===== src/hdl/wsd_pkg.sv =====
// shared types and constants for the websocket frame deframer
// no dependencies; imported by all deframer modules
package wsd_pkg;

  localparam int unsigned ByteW = 8;
  localparam int unsigned LenW  = 64;
  localparam int unsigned KeyW  = 32;

  localparam logic [6:0] LenMaxShort = 7'd125;
  localparam logic [6:0] Len16Code   = 7'd126;
  localparam logic [3:0] Ext16Bytes  = 4'd2;
  localparam logic [3:0] Ext64Bytes  = 4'd8;
  localparam logic [2:0] KeyLastIdx  = 3'd3;

  typedef enum logic [1:0] {
    KIND_HEADER  = 2'd0,
    KIND_PAYLOAD = 2'd1,
    KIND_ERROR   = 2'd2
  } wsd_kind_e;

  typedef enum logic [4:0] {
    ST_FIRST   = 5'b00001,
    ST_SECOND  = 5'b00010,
    ST_EXTLEN  = 5'b00100,
    ST_KEY     = 5'b01000,
    ST_PAYLOAD = 5'b10000
  } wsd_state_e;

  typedef struct packed {
    wsd_kind_e         kind;
    logic              final_flag;
    logic [2:0]        reserved_bits;
    logic [3:0]        opcode;
    logic [LenW-1:0]   payload_length;
    logic [ByteW-1:0]  payload_byte;
    logic              frame_end;
  } wsd_result_t;

endpackage


===== src/hdl/wsd_parser.sv =====
// frame header parser and payload unmasking for one registered byte per cycle while advance_i is high
// depends on wsd_pkg
module wsd_parser import wsd_pkg::*; (
  input  logic             clk_i,
  input  logic             rst_ni,
  input  logic             advance_i,
  input  logic [ByteW-1:0] byte_i,
  output logic             res_valid_o,
  output wsd_result_t      res_o
);

  wsd_state_e        state_q, state_d;
  logic [ByteW-1:0]  hdr_q, hdr_d;
  logic [LenW-1:0]   len_q, len_d;
  logic [3:0]        ext_left_q, ext_left_d;
  logic [KeyW-1:0]   key_q, key_d;
  logic [2:0]        key_cnt_q, key_cnt_d;
  logic [LenW-1:0]   remain_q, remain_d;
  logic [1:0]        key_pos_q, key_pos_d;
  logic [ByteW-1:0]  key_byte;
  logic              last_byte;

  // key bytes are taken most significant first
  assign key_byte  = key_q[{~key_pos_q, 3'b000} +: ByteW];
  assign last_byte = (remain_q == LenW'(1));

  always_comb begin
    state_d     = state_q;
    hdr_d       = hdr_q;
    len_d       = len_q;
    ext_left_d  = ext_left_q;
    key_d       = key_q;
    key_cnt_d   = key_cnt_q;
    remain_d    = remain_q;
    key_pos_d   = key_pos_q;
    res_valid_o = 1'b0;

    res_o.kind           = KIND_HEADER;
    res_o.final_flag     = hdr_q[7];
    res_o.reserved_bits  = hdr_q[6:4];
    res_o.opcode         = hdr_q[3:0];
    res_o.payload_length = '0;
    res_o.payload_byte   = '0;
    res_o.frame_end      = 1'b0;

    if (advance_i) begin
      case (state_q)
        ST_SECOND: begin
          if (!byte_i[7]) begin
            res_valid_o = 1'b1;
            res_o.kind  = KIND_ERROR;
            state_d     = ST_FIRST;
          end else begin
            key_d     = '0;
            key_cnt_d = '0;
            if (byte_i[6:0] <= LenMaxShort) begin
              len_d   = LenW'(byte_i[6:0]);
              state_d = ST_KEY;
            end else begin
              len_d      = '0;
              ext_left_d = (byte_i[6:0] == Len16Code) ? Ext16Bytes : Ext64Bytes;
              state_d    = ST_EXTLEN;
            end
          end
        end
        ST_EXTLEN: begin
          len_d      = {len_q[LenW-ByteW-1:0], byte_i};
          ext_left_d = ext_left_q - 4'd1;
          if (ext_left_q == 4'd1) begin
            state_d = ST_KEY;
          end
        end
        ST_KEY: begin
          key_d     = {key_q[KeyW-ByteW-1:0], byte_i};
          key_cnt_d = key_cnt_q + 3'd1;
          if (key_cnt_q == KeyLastIdx) begin
            key_cnt_d            = '0;
            remain_d             = len_q;
            key_pos_d            = '0;
            res_valid_o          = 1'b1;
            res_o.kind           = KIND_HEADER;
            res_o.payload_length = len_q;
            res_o.frame_end      = (len_q == '0);
            state_d              = (len_q == '0) ? ST_FIRST : ST_PAYLOAD;
          end
        end
        ST_PAYLOAD: begin
          key_pos_d          = key_pos_q + 2'd1;
          remain_d           = remain_q - LenW'(1);
          res_valid_o        = 1'b1;
          res_o.kind         = KIND_PAYLOAD;
          res_o.payload_byte = byte_i ^ key_byte;
          res_o.frame_end    = last_byte;
          if (last_byte) begin
            state_d = ST_FIRST;
          end
        end
        default: begin
          hdr_d   = byte_i;
          state_d = ST_SECOND;
        end
      endcase
    end
  end

  always_ff @(posedge clk_i or negedge rst_ni) begin
    if (!rst_ni) begin
      state_q    <= ST_FIRST;
      hdr_q      <= '0;
      len_q      <= '0;
      ext_left_q <= '0;
      key_q      <= '0;
      key_cnt_q  <= '0;
      remain_q   <= '0;
      key_pos_q  <= '0;
    end else begin
      state_q    <= state_d;
      hdr_q      <= hdr_d;
      len_q      <= len_d;
      ext_left_q <= ext_left_d;
      key_q      <= key_d;
      key_cnt_q  <= key_cnt_d;
      remain_q   <= remain_d;
      key_pos_q  <= key_pos_d;
    end
  end

`ifndef SYNTHESIS
  a_unmasked_restarts: assert property (@(posedge clk_i) disable iff (!rst_ni)
    (advance_i && state_q == ST_SECOND && !byte_i[7]) |=> state_q == ST_FIRST)
    else $error("unmasked frame did not restart parsing");

  a_last_byte_restarts: assert property (@(posedge clk_i) disable iff (!rst_ni)
    (advance_i && state_q == ST_PAYLOAD && last_byte) |=> state_q == ST_FIRST)
    else $error("frame did not end after last payload byte");

  a_header_after_key: assert property (@(posedge clk_i) disable iff (!rst_ni)
    (res_valid_o && res_o.kind == KIND_HEADER) |=>
      (key_cnt_q == 3'd0 && key_pos_q == 2'd0))
    else $error("key counters not cleared after header");
`endif

endmodule


===== src/hdl/wsd_out_reg.sv =====
// result register holding one item until the receiver takes it
// depends on wsd_pkg
module wsd_out_reg import wsd_pkg::*; (
  input  logic        clk_i,
  input  logic        rst_ni,
  input  logic        push_i,
  input  wsd_result_t res_i,
  output logic        can_take_o,
  input  logic        out_ready_i,
  output logic        out_valid_o,
  output wsd_result_t res_o
);

  logic        valid_q, valid_d;
  wsd_result_t res_q;

  assign can_take_o  = !valid_q || out_ready_i;
  assign valid_d     = push_i || (valid_q && !out_ready_i);
  assign out_valid_o = valid_q;
  assign res_o       = res_q;

  always_ff @(posedge clk_i or negedge rst_ni) begin
    if (!rst_ni) begin
      valid_q <= 1'b0;
    end else begin
      valid_q <= valid_d;
    end
  end

  always_ff @(posedge clk_i) begin
    if (push_i) begin
      res_q <= res_i;
    end
  end

`ifndef SYNTHESIS
  a_no_overwrite: assert property (@(posedge clk_i) disable iff (!rst_ni)
    push_i |-> can_take_o)
    else $error("result pushed over a waiting item");
`endif

endmodule


===== src/hdl/websocket_frame_deframer.sv =====
// websocket deframer: takes client bytes, emits headers and unmasked payload bytes
// channels use valid/ready; rx byte enters an input register, the parser
// works on it and the result lands in a result register.
// a byte accepted into the input register reaches out_valid_o through the result register.
// throughput: one byte per cycle while the result register can take an item; bytes that
// give no item (first byte, length, key bytes) still pass through the input register.
// each byte gives zero or one item: a header after the fourth key byte,
// one item per payload byte, or an error item when the mask bit is clear.
// reset puts the parser at the first byte of a frame and empties both registers.
// when the receiver stalls the result register holds its item, the input
// register holds the next byte, and in_ready_o drops once both are full.
// the parser advances one byte only when the result register can take an item.
// depends on wsd_pkg, wsd_parser and wsd_out_reg
module websocket_frame_deframer import wsd_pkg::*; (
  input  logic             clk_i,
  input  logic             rst_ni,
  input  logic             in_valid_i,
  output logic             in_ready_o,
  input  logic [ByteW-1:0] rx_byte_i,
  output logic             out_valid_o,
  input  logic             out_ready_i,
  output logic [1:0]       kind_o,
  output logic             final_flag_o,
  output logic [2:0]       reserved_bits_o,
  output logic [3:0]       opcode_o,
  output logic [LenW-1:0]  payload_length_o,
  output logic [ByteW-1:0] payload_byte_o,
  output logic             frame_end_o
);

  logic             in_vld_q, in_vld_d;
  logic [ByteW-1:0] in_byte_q;
  logic             advance;
  logic             can_take;
  logic             res_valid;
  wsd_result_t      res;
  wsd_result_t      out_res;

  assign advance    = in_vld_q && can_take;
  assign in_ready_o = !in_vld_q || advance;
  assign in_vld_d   = (in_valid_i && in_ready_o) || (in_vld_q && !advance);

  always_ff @(posedge clk_i or negedge rst_ni) begin
    if (!rst_ni) begin
      in_vld_q <= 1'b0;
    end else begin
      in_vld_q <= in_vld_d;
    end
  end

  always_ff @(posedge clk_i) begin
    if (in_valid_i && in_ready_o) begin
      in_byte_q <= rx_byte_i;
    end
  end

  wsd_parser u_parser (
    .clk_i       (clk_i),
    .rst_ni      (rst_ni),
    .advance_i   (advance),
    .byte_i      (in_byte_q),
    .res_valid_o (res_valid),
    .res_o       (res)
  );

  wsd_out_reg u_out_reg (
    .clk_i       (clk_i),
    .rst_ni      (rst_ni),
    .push_i      (res_valid),
    .res_i       (res),
    .can_take_o  (can_take),
    .out_ready_i (out_ready_i),
    .out_valid_o (out_valid_o),
    .res_o       (out_res)
  );

  assign kind_o           = out_res.kind;
  assign final_flag_o     = out_res.final_flag;
  assign reserved_bits_o  = out_res.reserved_bits;
  assign opcode_o         = out_res.opcode;
  assign payload_length_o = out_res.payload_length;
  assign payload_byte_o   = out_res.payload_byte;
  assign frame_end_o      = out_res.frame_end;

`ifndef SYNTHESIS
  a_input_holds: assert property (@(posedge clk_i) disable iff (!rst_ni)
    (in_vld_q && !advance) |=> (in_vld_q && $stable(in_byte_q)))
    else $error("stalled input byte lost");
`endif

endmodule


===== config.mk =====
export PLATFORM = sky130hd
export DESIGN_NAME = websocket_frame_deframer
export DESIGN_NICKNAME = d
export VERILOG_FILES = /design/src/hdl/wsd_pkg.sv /design/src/hdl/wsd_parser.sv /design/src/hdl/wsd_out_reg.sv /design/src/hdl/websocket_frame_deframer.sv
export SDC_FILE = /design/constraint.sdc
export NUM_CORES = 1
export LEC_CHECK = 0
export ABC_AREA = 1
export BUFFER_PORTS_ARGS = -buffer_cell sky130_fd_sc_hd__buf_2
export CAP_MARGIN = 20
export CORE_MARGIN = 5
export CORE_UTILIZATION = 61
export CTS_CLUSTER_SIZE = 14
export DETAILED_ROUTE_END_ITERATION = 8
export HOLD_SLACK_MARGIN = 0.1
export PLACE_DENSITY_LB_ADDON = 0.2
export RECOVER_POWER = 50
export SLEW_MARGIN = 40
export SYNTH_ARGS = -nofsm -noshare
export SYNTH_HDL_FRONTEND = slang
export SYNTH_SLANG_ARGS = --single-unit

===== constraint.sdc =====
create_clock -name clk_i -period 8.2 [get_ports clk_i]
set_input_delay 0.41 -clock clk_i [delete_from_list [all_inputs] [get_ports clk_i]]
set_output_delay 0.41 -clock clk_i [all_outputs]
set_load 0.02 [all_outputs]

==> Flow_metrics.wiki <==
{| class="wikitable"
! Metric !! Value
|-
| Cell taking the most area after synthesis || dfrtp_1
|-
| Post-synth EDFFs || 91
|-
| Run status || finished, violations left
|-
| Setup crit end kind || asynchronous set/reset pin
|-
| Total number of yosys warnings || 0
|-
| Critical Setup Path Class || in -> async
|-
| Final design utilization || 69.0%
|-
| First-pass GRT wire length || 59800 microns
|-
| Most instantiated flip-flop cell in the synthesis netlist || dfrtp_1
|-
| Distinct cell type count after synthesis || 36
|-
| Core Box Area || 0.0217 sq mm
|-
| Post-synthesis average cell area || 8.17 sq um
|-
| Cell Area, Synth || 0.0134 sq mm
|-
| Antenna violations before repair || 0
|-
| Clock transition at the registers of the reported paths || 0.06 ns
|-
| Top delay family on crit path || buffers and inverters
|-
| Starting density of the core || 61.8%
|-
| Number of optimization iterations in the first detailed-route pass || 5
|-
| Root Driver || clkbuf_16
|-
| End point of the most critical hold path || in_vld_q
|-
| Reg-to-reg endpoint || u_parser.len_q[19]
|-
| Area growth from synthesis to final layout || 11.8%
|-
| CTS buffer count || 29
|-
| Setup tns final || 0 ns
|-
| Worst R2R Path Depth || 8
|-
| Arrival time of the worst setup path || 4.61 ns
|-
| Pin count of the biggest net entering global routing || 106
|-
| H-tree Lvls || 1
|-
| Min-Delay Path Depth || 4
|-
| Reg2reg start || u_out_reg.out_valid_o
|-
| Maximum frequency from static timing analysis || 250 MHz
|-
| Die Span Y || 158 microns
|-
| Number of pins exceeding their max-slew limit in the final report || 124
|-
| Gpl congestion || 0.947
|-
| Fin crit share || 48.7%
|-
| Clock skew after layout || 0.0133 ns
|-
| Slew HR || -154%
|-
| Setup Buffers After CTS || 0
|-
| Chip Width || 158 microns
|-
| Sequence of cells on the critical path || dlygate4sd3_1 -> clkbuf_1 -> buf_4
|-
| Shortest period the worst path allows || 4.00 ns
|-
| CP startpoint || rst_ni
|-
| Type of the tightest min-delay check || in -> reg
|-
| Violated checks || capacitance limit, slew limit
|-
| Register area share after synthesis || 54.8%
|-
| Final nets || 1749
|-
| Max stage delay cell, worst path || clkbuf_1
|-
| Power density cells || 342 mW/mm^2
|-
| Gr usage total || 30.3%
|-
| HPWL after detailed placement || 25300 microns
|-
| Data required, critical path || 8.81 ns
|-
| Unrepaired setup endpoints after global routing || no
|-
| Placement Rows || 54
|-
| Net count of the mapped netlist || 1657
|-
| Max-capacitance violation count || 2
|-
| Gate count after technology mapping || 1640
|-
| Most common cell after layout, fill and taps aside || nand2_1
|-
| Synthesized flop and latch total || 275
|-
| Maximum number of buffers from clock root to sink || 3
|-
| Number of hold-slack violations in the final timing report || 0
|-
| CP bufs+invs || 3
|-
| Slew @ Worst Pin || 3.81 ns
|-
| Total global routing overflow || 0
|-
| Ratio of cells with drive above 1 in the final layout || 5.53%
|-
| Fraction of registers with async set/reset || 66.9%
|-
| Post-Route WL || 37300 microns
|-
| Number of antenna diodes || 0
|-
| Total I/O pin count || 97
|-
| DR vias/cell || 5.73
|-
| Ranking of synthesized cells by area || dfrtp_1 (34%), edfxtp_1 (20%), nand2_1 (12%), nor2_1 (7.3%), inv_1 (5.0%)
|-
| Critical Path Start Type || primary input
|-
| Violation count after the first detailed-route iteration || 1330
|-
| Reg-to-reg setup timing slack || 4.44 ns
|-
| Crit-path max cell delay || 2.66 ns
|-
| Via count || 11.7k
|-
| Final-report setup violation count || 0
|-
| Startpoint of the worst hold path || out_ready_i
|-
| Routed Antenna Nets || 0
|-
| Area share of the leading cell type in the synthesized netlist || 34.2%
|-
| Number of global-route vias before repair || 11.3k
|-
| Floorplan die area || 0.0250 sq mm
|-
| CTS tree || built
|-
| Remaining design rule violation count || 0
|-
| Latest clock arrival within the worst-skew pair || 0.57 ns
|-
| Worst supply voltage drop on vdd || 0.000295 V
|-
| Leak pwr || 6.26 nW
|-
| Commonest cells after routing, fill and taps aside || nand2_1 (433), nor2_1 (264), dfrtp_1 (183)
|-
| WL per Instance || 18.3 microns
|-
| CP max FO || 63
|-
| Count of input and output buffers || 96
|-
| Total clock sinks || 275
|}
[registers in the layout (all words and copies together), names as in the netlist]
signal,flops
u_parser.hdr_q,8
u_parser.len_q,64
in_byte_q,8
u_parser.remain_q,64
u_parser.key_cnt_q,3
u_parser.state_q,5
u_out_reg.res_o,83
u_parser.key_q,32
u_parser.key_pos_q,2
u_out_reg.out_valid_o,1
in_vld_q,1
u_parser.ext_left_q,4
[cell families (layout without fill, tap and decap cells)]
| family | Yosys count | count (layout) | synth area share, % |
|---|---|---|---|
| AO/OA/AOI/OAI | 267 | 267 | 10.9 |
| XOR/XNOR | 10 | 10 | 0.654 |
| adder cells (fa/ha/maj) | 5 | 5 | 0.467 |
| buffers and inverters | 245 | 360 | 7.45 |
| flip-flops | 275 | 275 | 54.8 |
| AND/OR/NAND/NOR | 838 | 838 | 25.7 |
[report_power, final]
| part | leakage [nW] | internal, mW | switching [mW] | total, mW |
|---|---|---|---|---|
| clock network | 0.453 | 0.749 | 0.547 | 1.30 |
| logic | 2.55 | 0.481 | 1.16 | 1.64 |
| registers | 3.26 | 1.84 | 0.340 | 2.18 |
[how the worst max path moves through the flow]
stage          cells after the start                  end  slack, ns
3_5_place_dp                       8  u_out_reg.res_o[38]       5.27
6_report                           3   u_parser.key_q[20]       4.20
4_1_cts                            6  u_out_reg.res_o[38]       5.28
3_3_place_gp                       6  u_out_reg.res_o[38]       4.96
5_1_grt                            3    u_parser.hdr_q[5]       3.55
2_1_floorplan                      6   u_out_reg.res_o[0]       0.78
[per-stage QoR]
stage	setup slack, ns	cells	instance area [sq um]	hold WS [ns]	power [mW]
final	4.20	2035	15000	0.159	5.12
after global routing	3.55	2035	15000	0.195	5.43
after CTS	5.28	2035	15100	0.142	5.12
after detailed placement	5.27	1971	14100	0.430	3.82
after global placement	4.96	1969	14000	0.437	3.76
after floorplan	0.776	1640	13400	0.114	3.33
[synth_stat cells, types with 3 or more instances]
| library cell | count |
|---|---|
| or2_1 | 4 |
| inv_2 | 11 |
| nand2_1 | 432 |
| nand2_2 | 5 |
| buf_1 | 3 |
| nand3b_1 | 5 |
| a21oi_1 | 36 |
| edfxtp_1 | 91 |
| nand4_1 | 9 |
| o22ai_1 | 76 |
| ha_1 | 5 |
| nor3_1 | 3 |
| nor2_4 | 6 |
| o21ai_0 | 128 |
| o21ai_1 | 19 |
| inv_1 | 177 |
| buf_2 | 23 |
| dfrtp_1 | 183 |
| nor2_2 | 14 |
| nand3_1 | 92 |
| buf_4 | 9 |
| nor2_1 | 262 |
| a22o_1 | 3 |
| xnor2_1 | 7 |
| xor2_1 | 3 |
| clkbuf_1 | 19 |
[timing repair]
item | CTS | global route
hold endpoints to repair | 70 | 0
gates resized for setup | 0 | 0
hold buffers | 10 | 0
[tightest hold or removal path, cell delays in order]
cell and delay [ns]:
buf_2 0.08, inv_1 0.04, nand3_1 0.10, nand2_1 0.06
[area by class of cell]
cell class / count / area [sq um]
clock buffers: 44 / 812
clock inverters: 10 / 124
fillers: 1767 / 6720
inverters: 189 / 709
multi-input cells: 1120 / 5060
flip-flops and latches: 275 / 7340
well taps: 280 / 350
repair buffers: 117 / 576
[per-layer routing]
metal	vias up	track usage, %	wire, microns
met3	88	5.17	2920
met5	-	0	0
met2	500	48.3	17500
met4	0	9.59	1190
met1	5564	42.9	15600
li1	5507	-	-
Note: power is estimated with default switching activity, not from simulation.
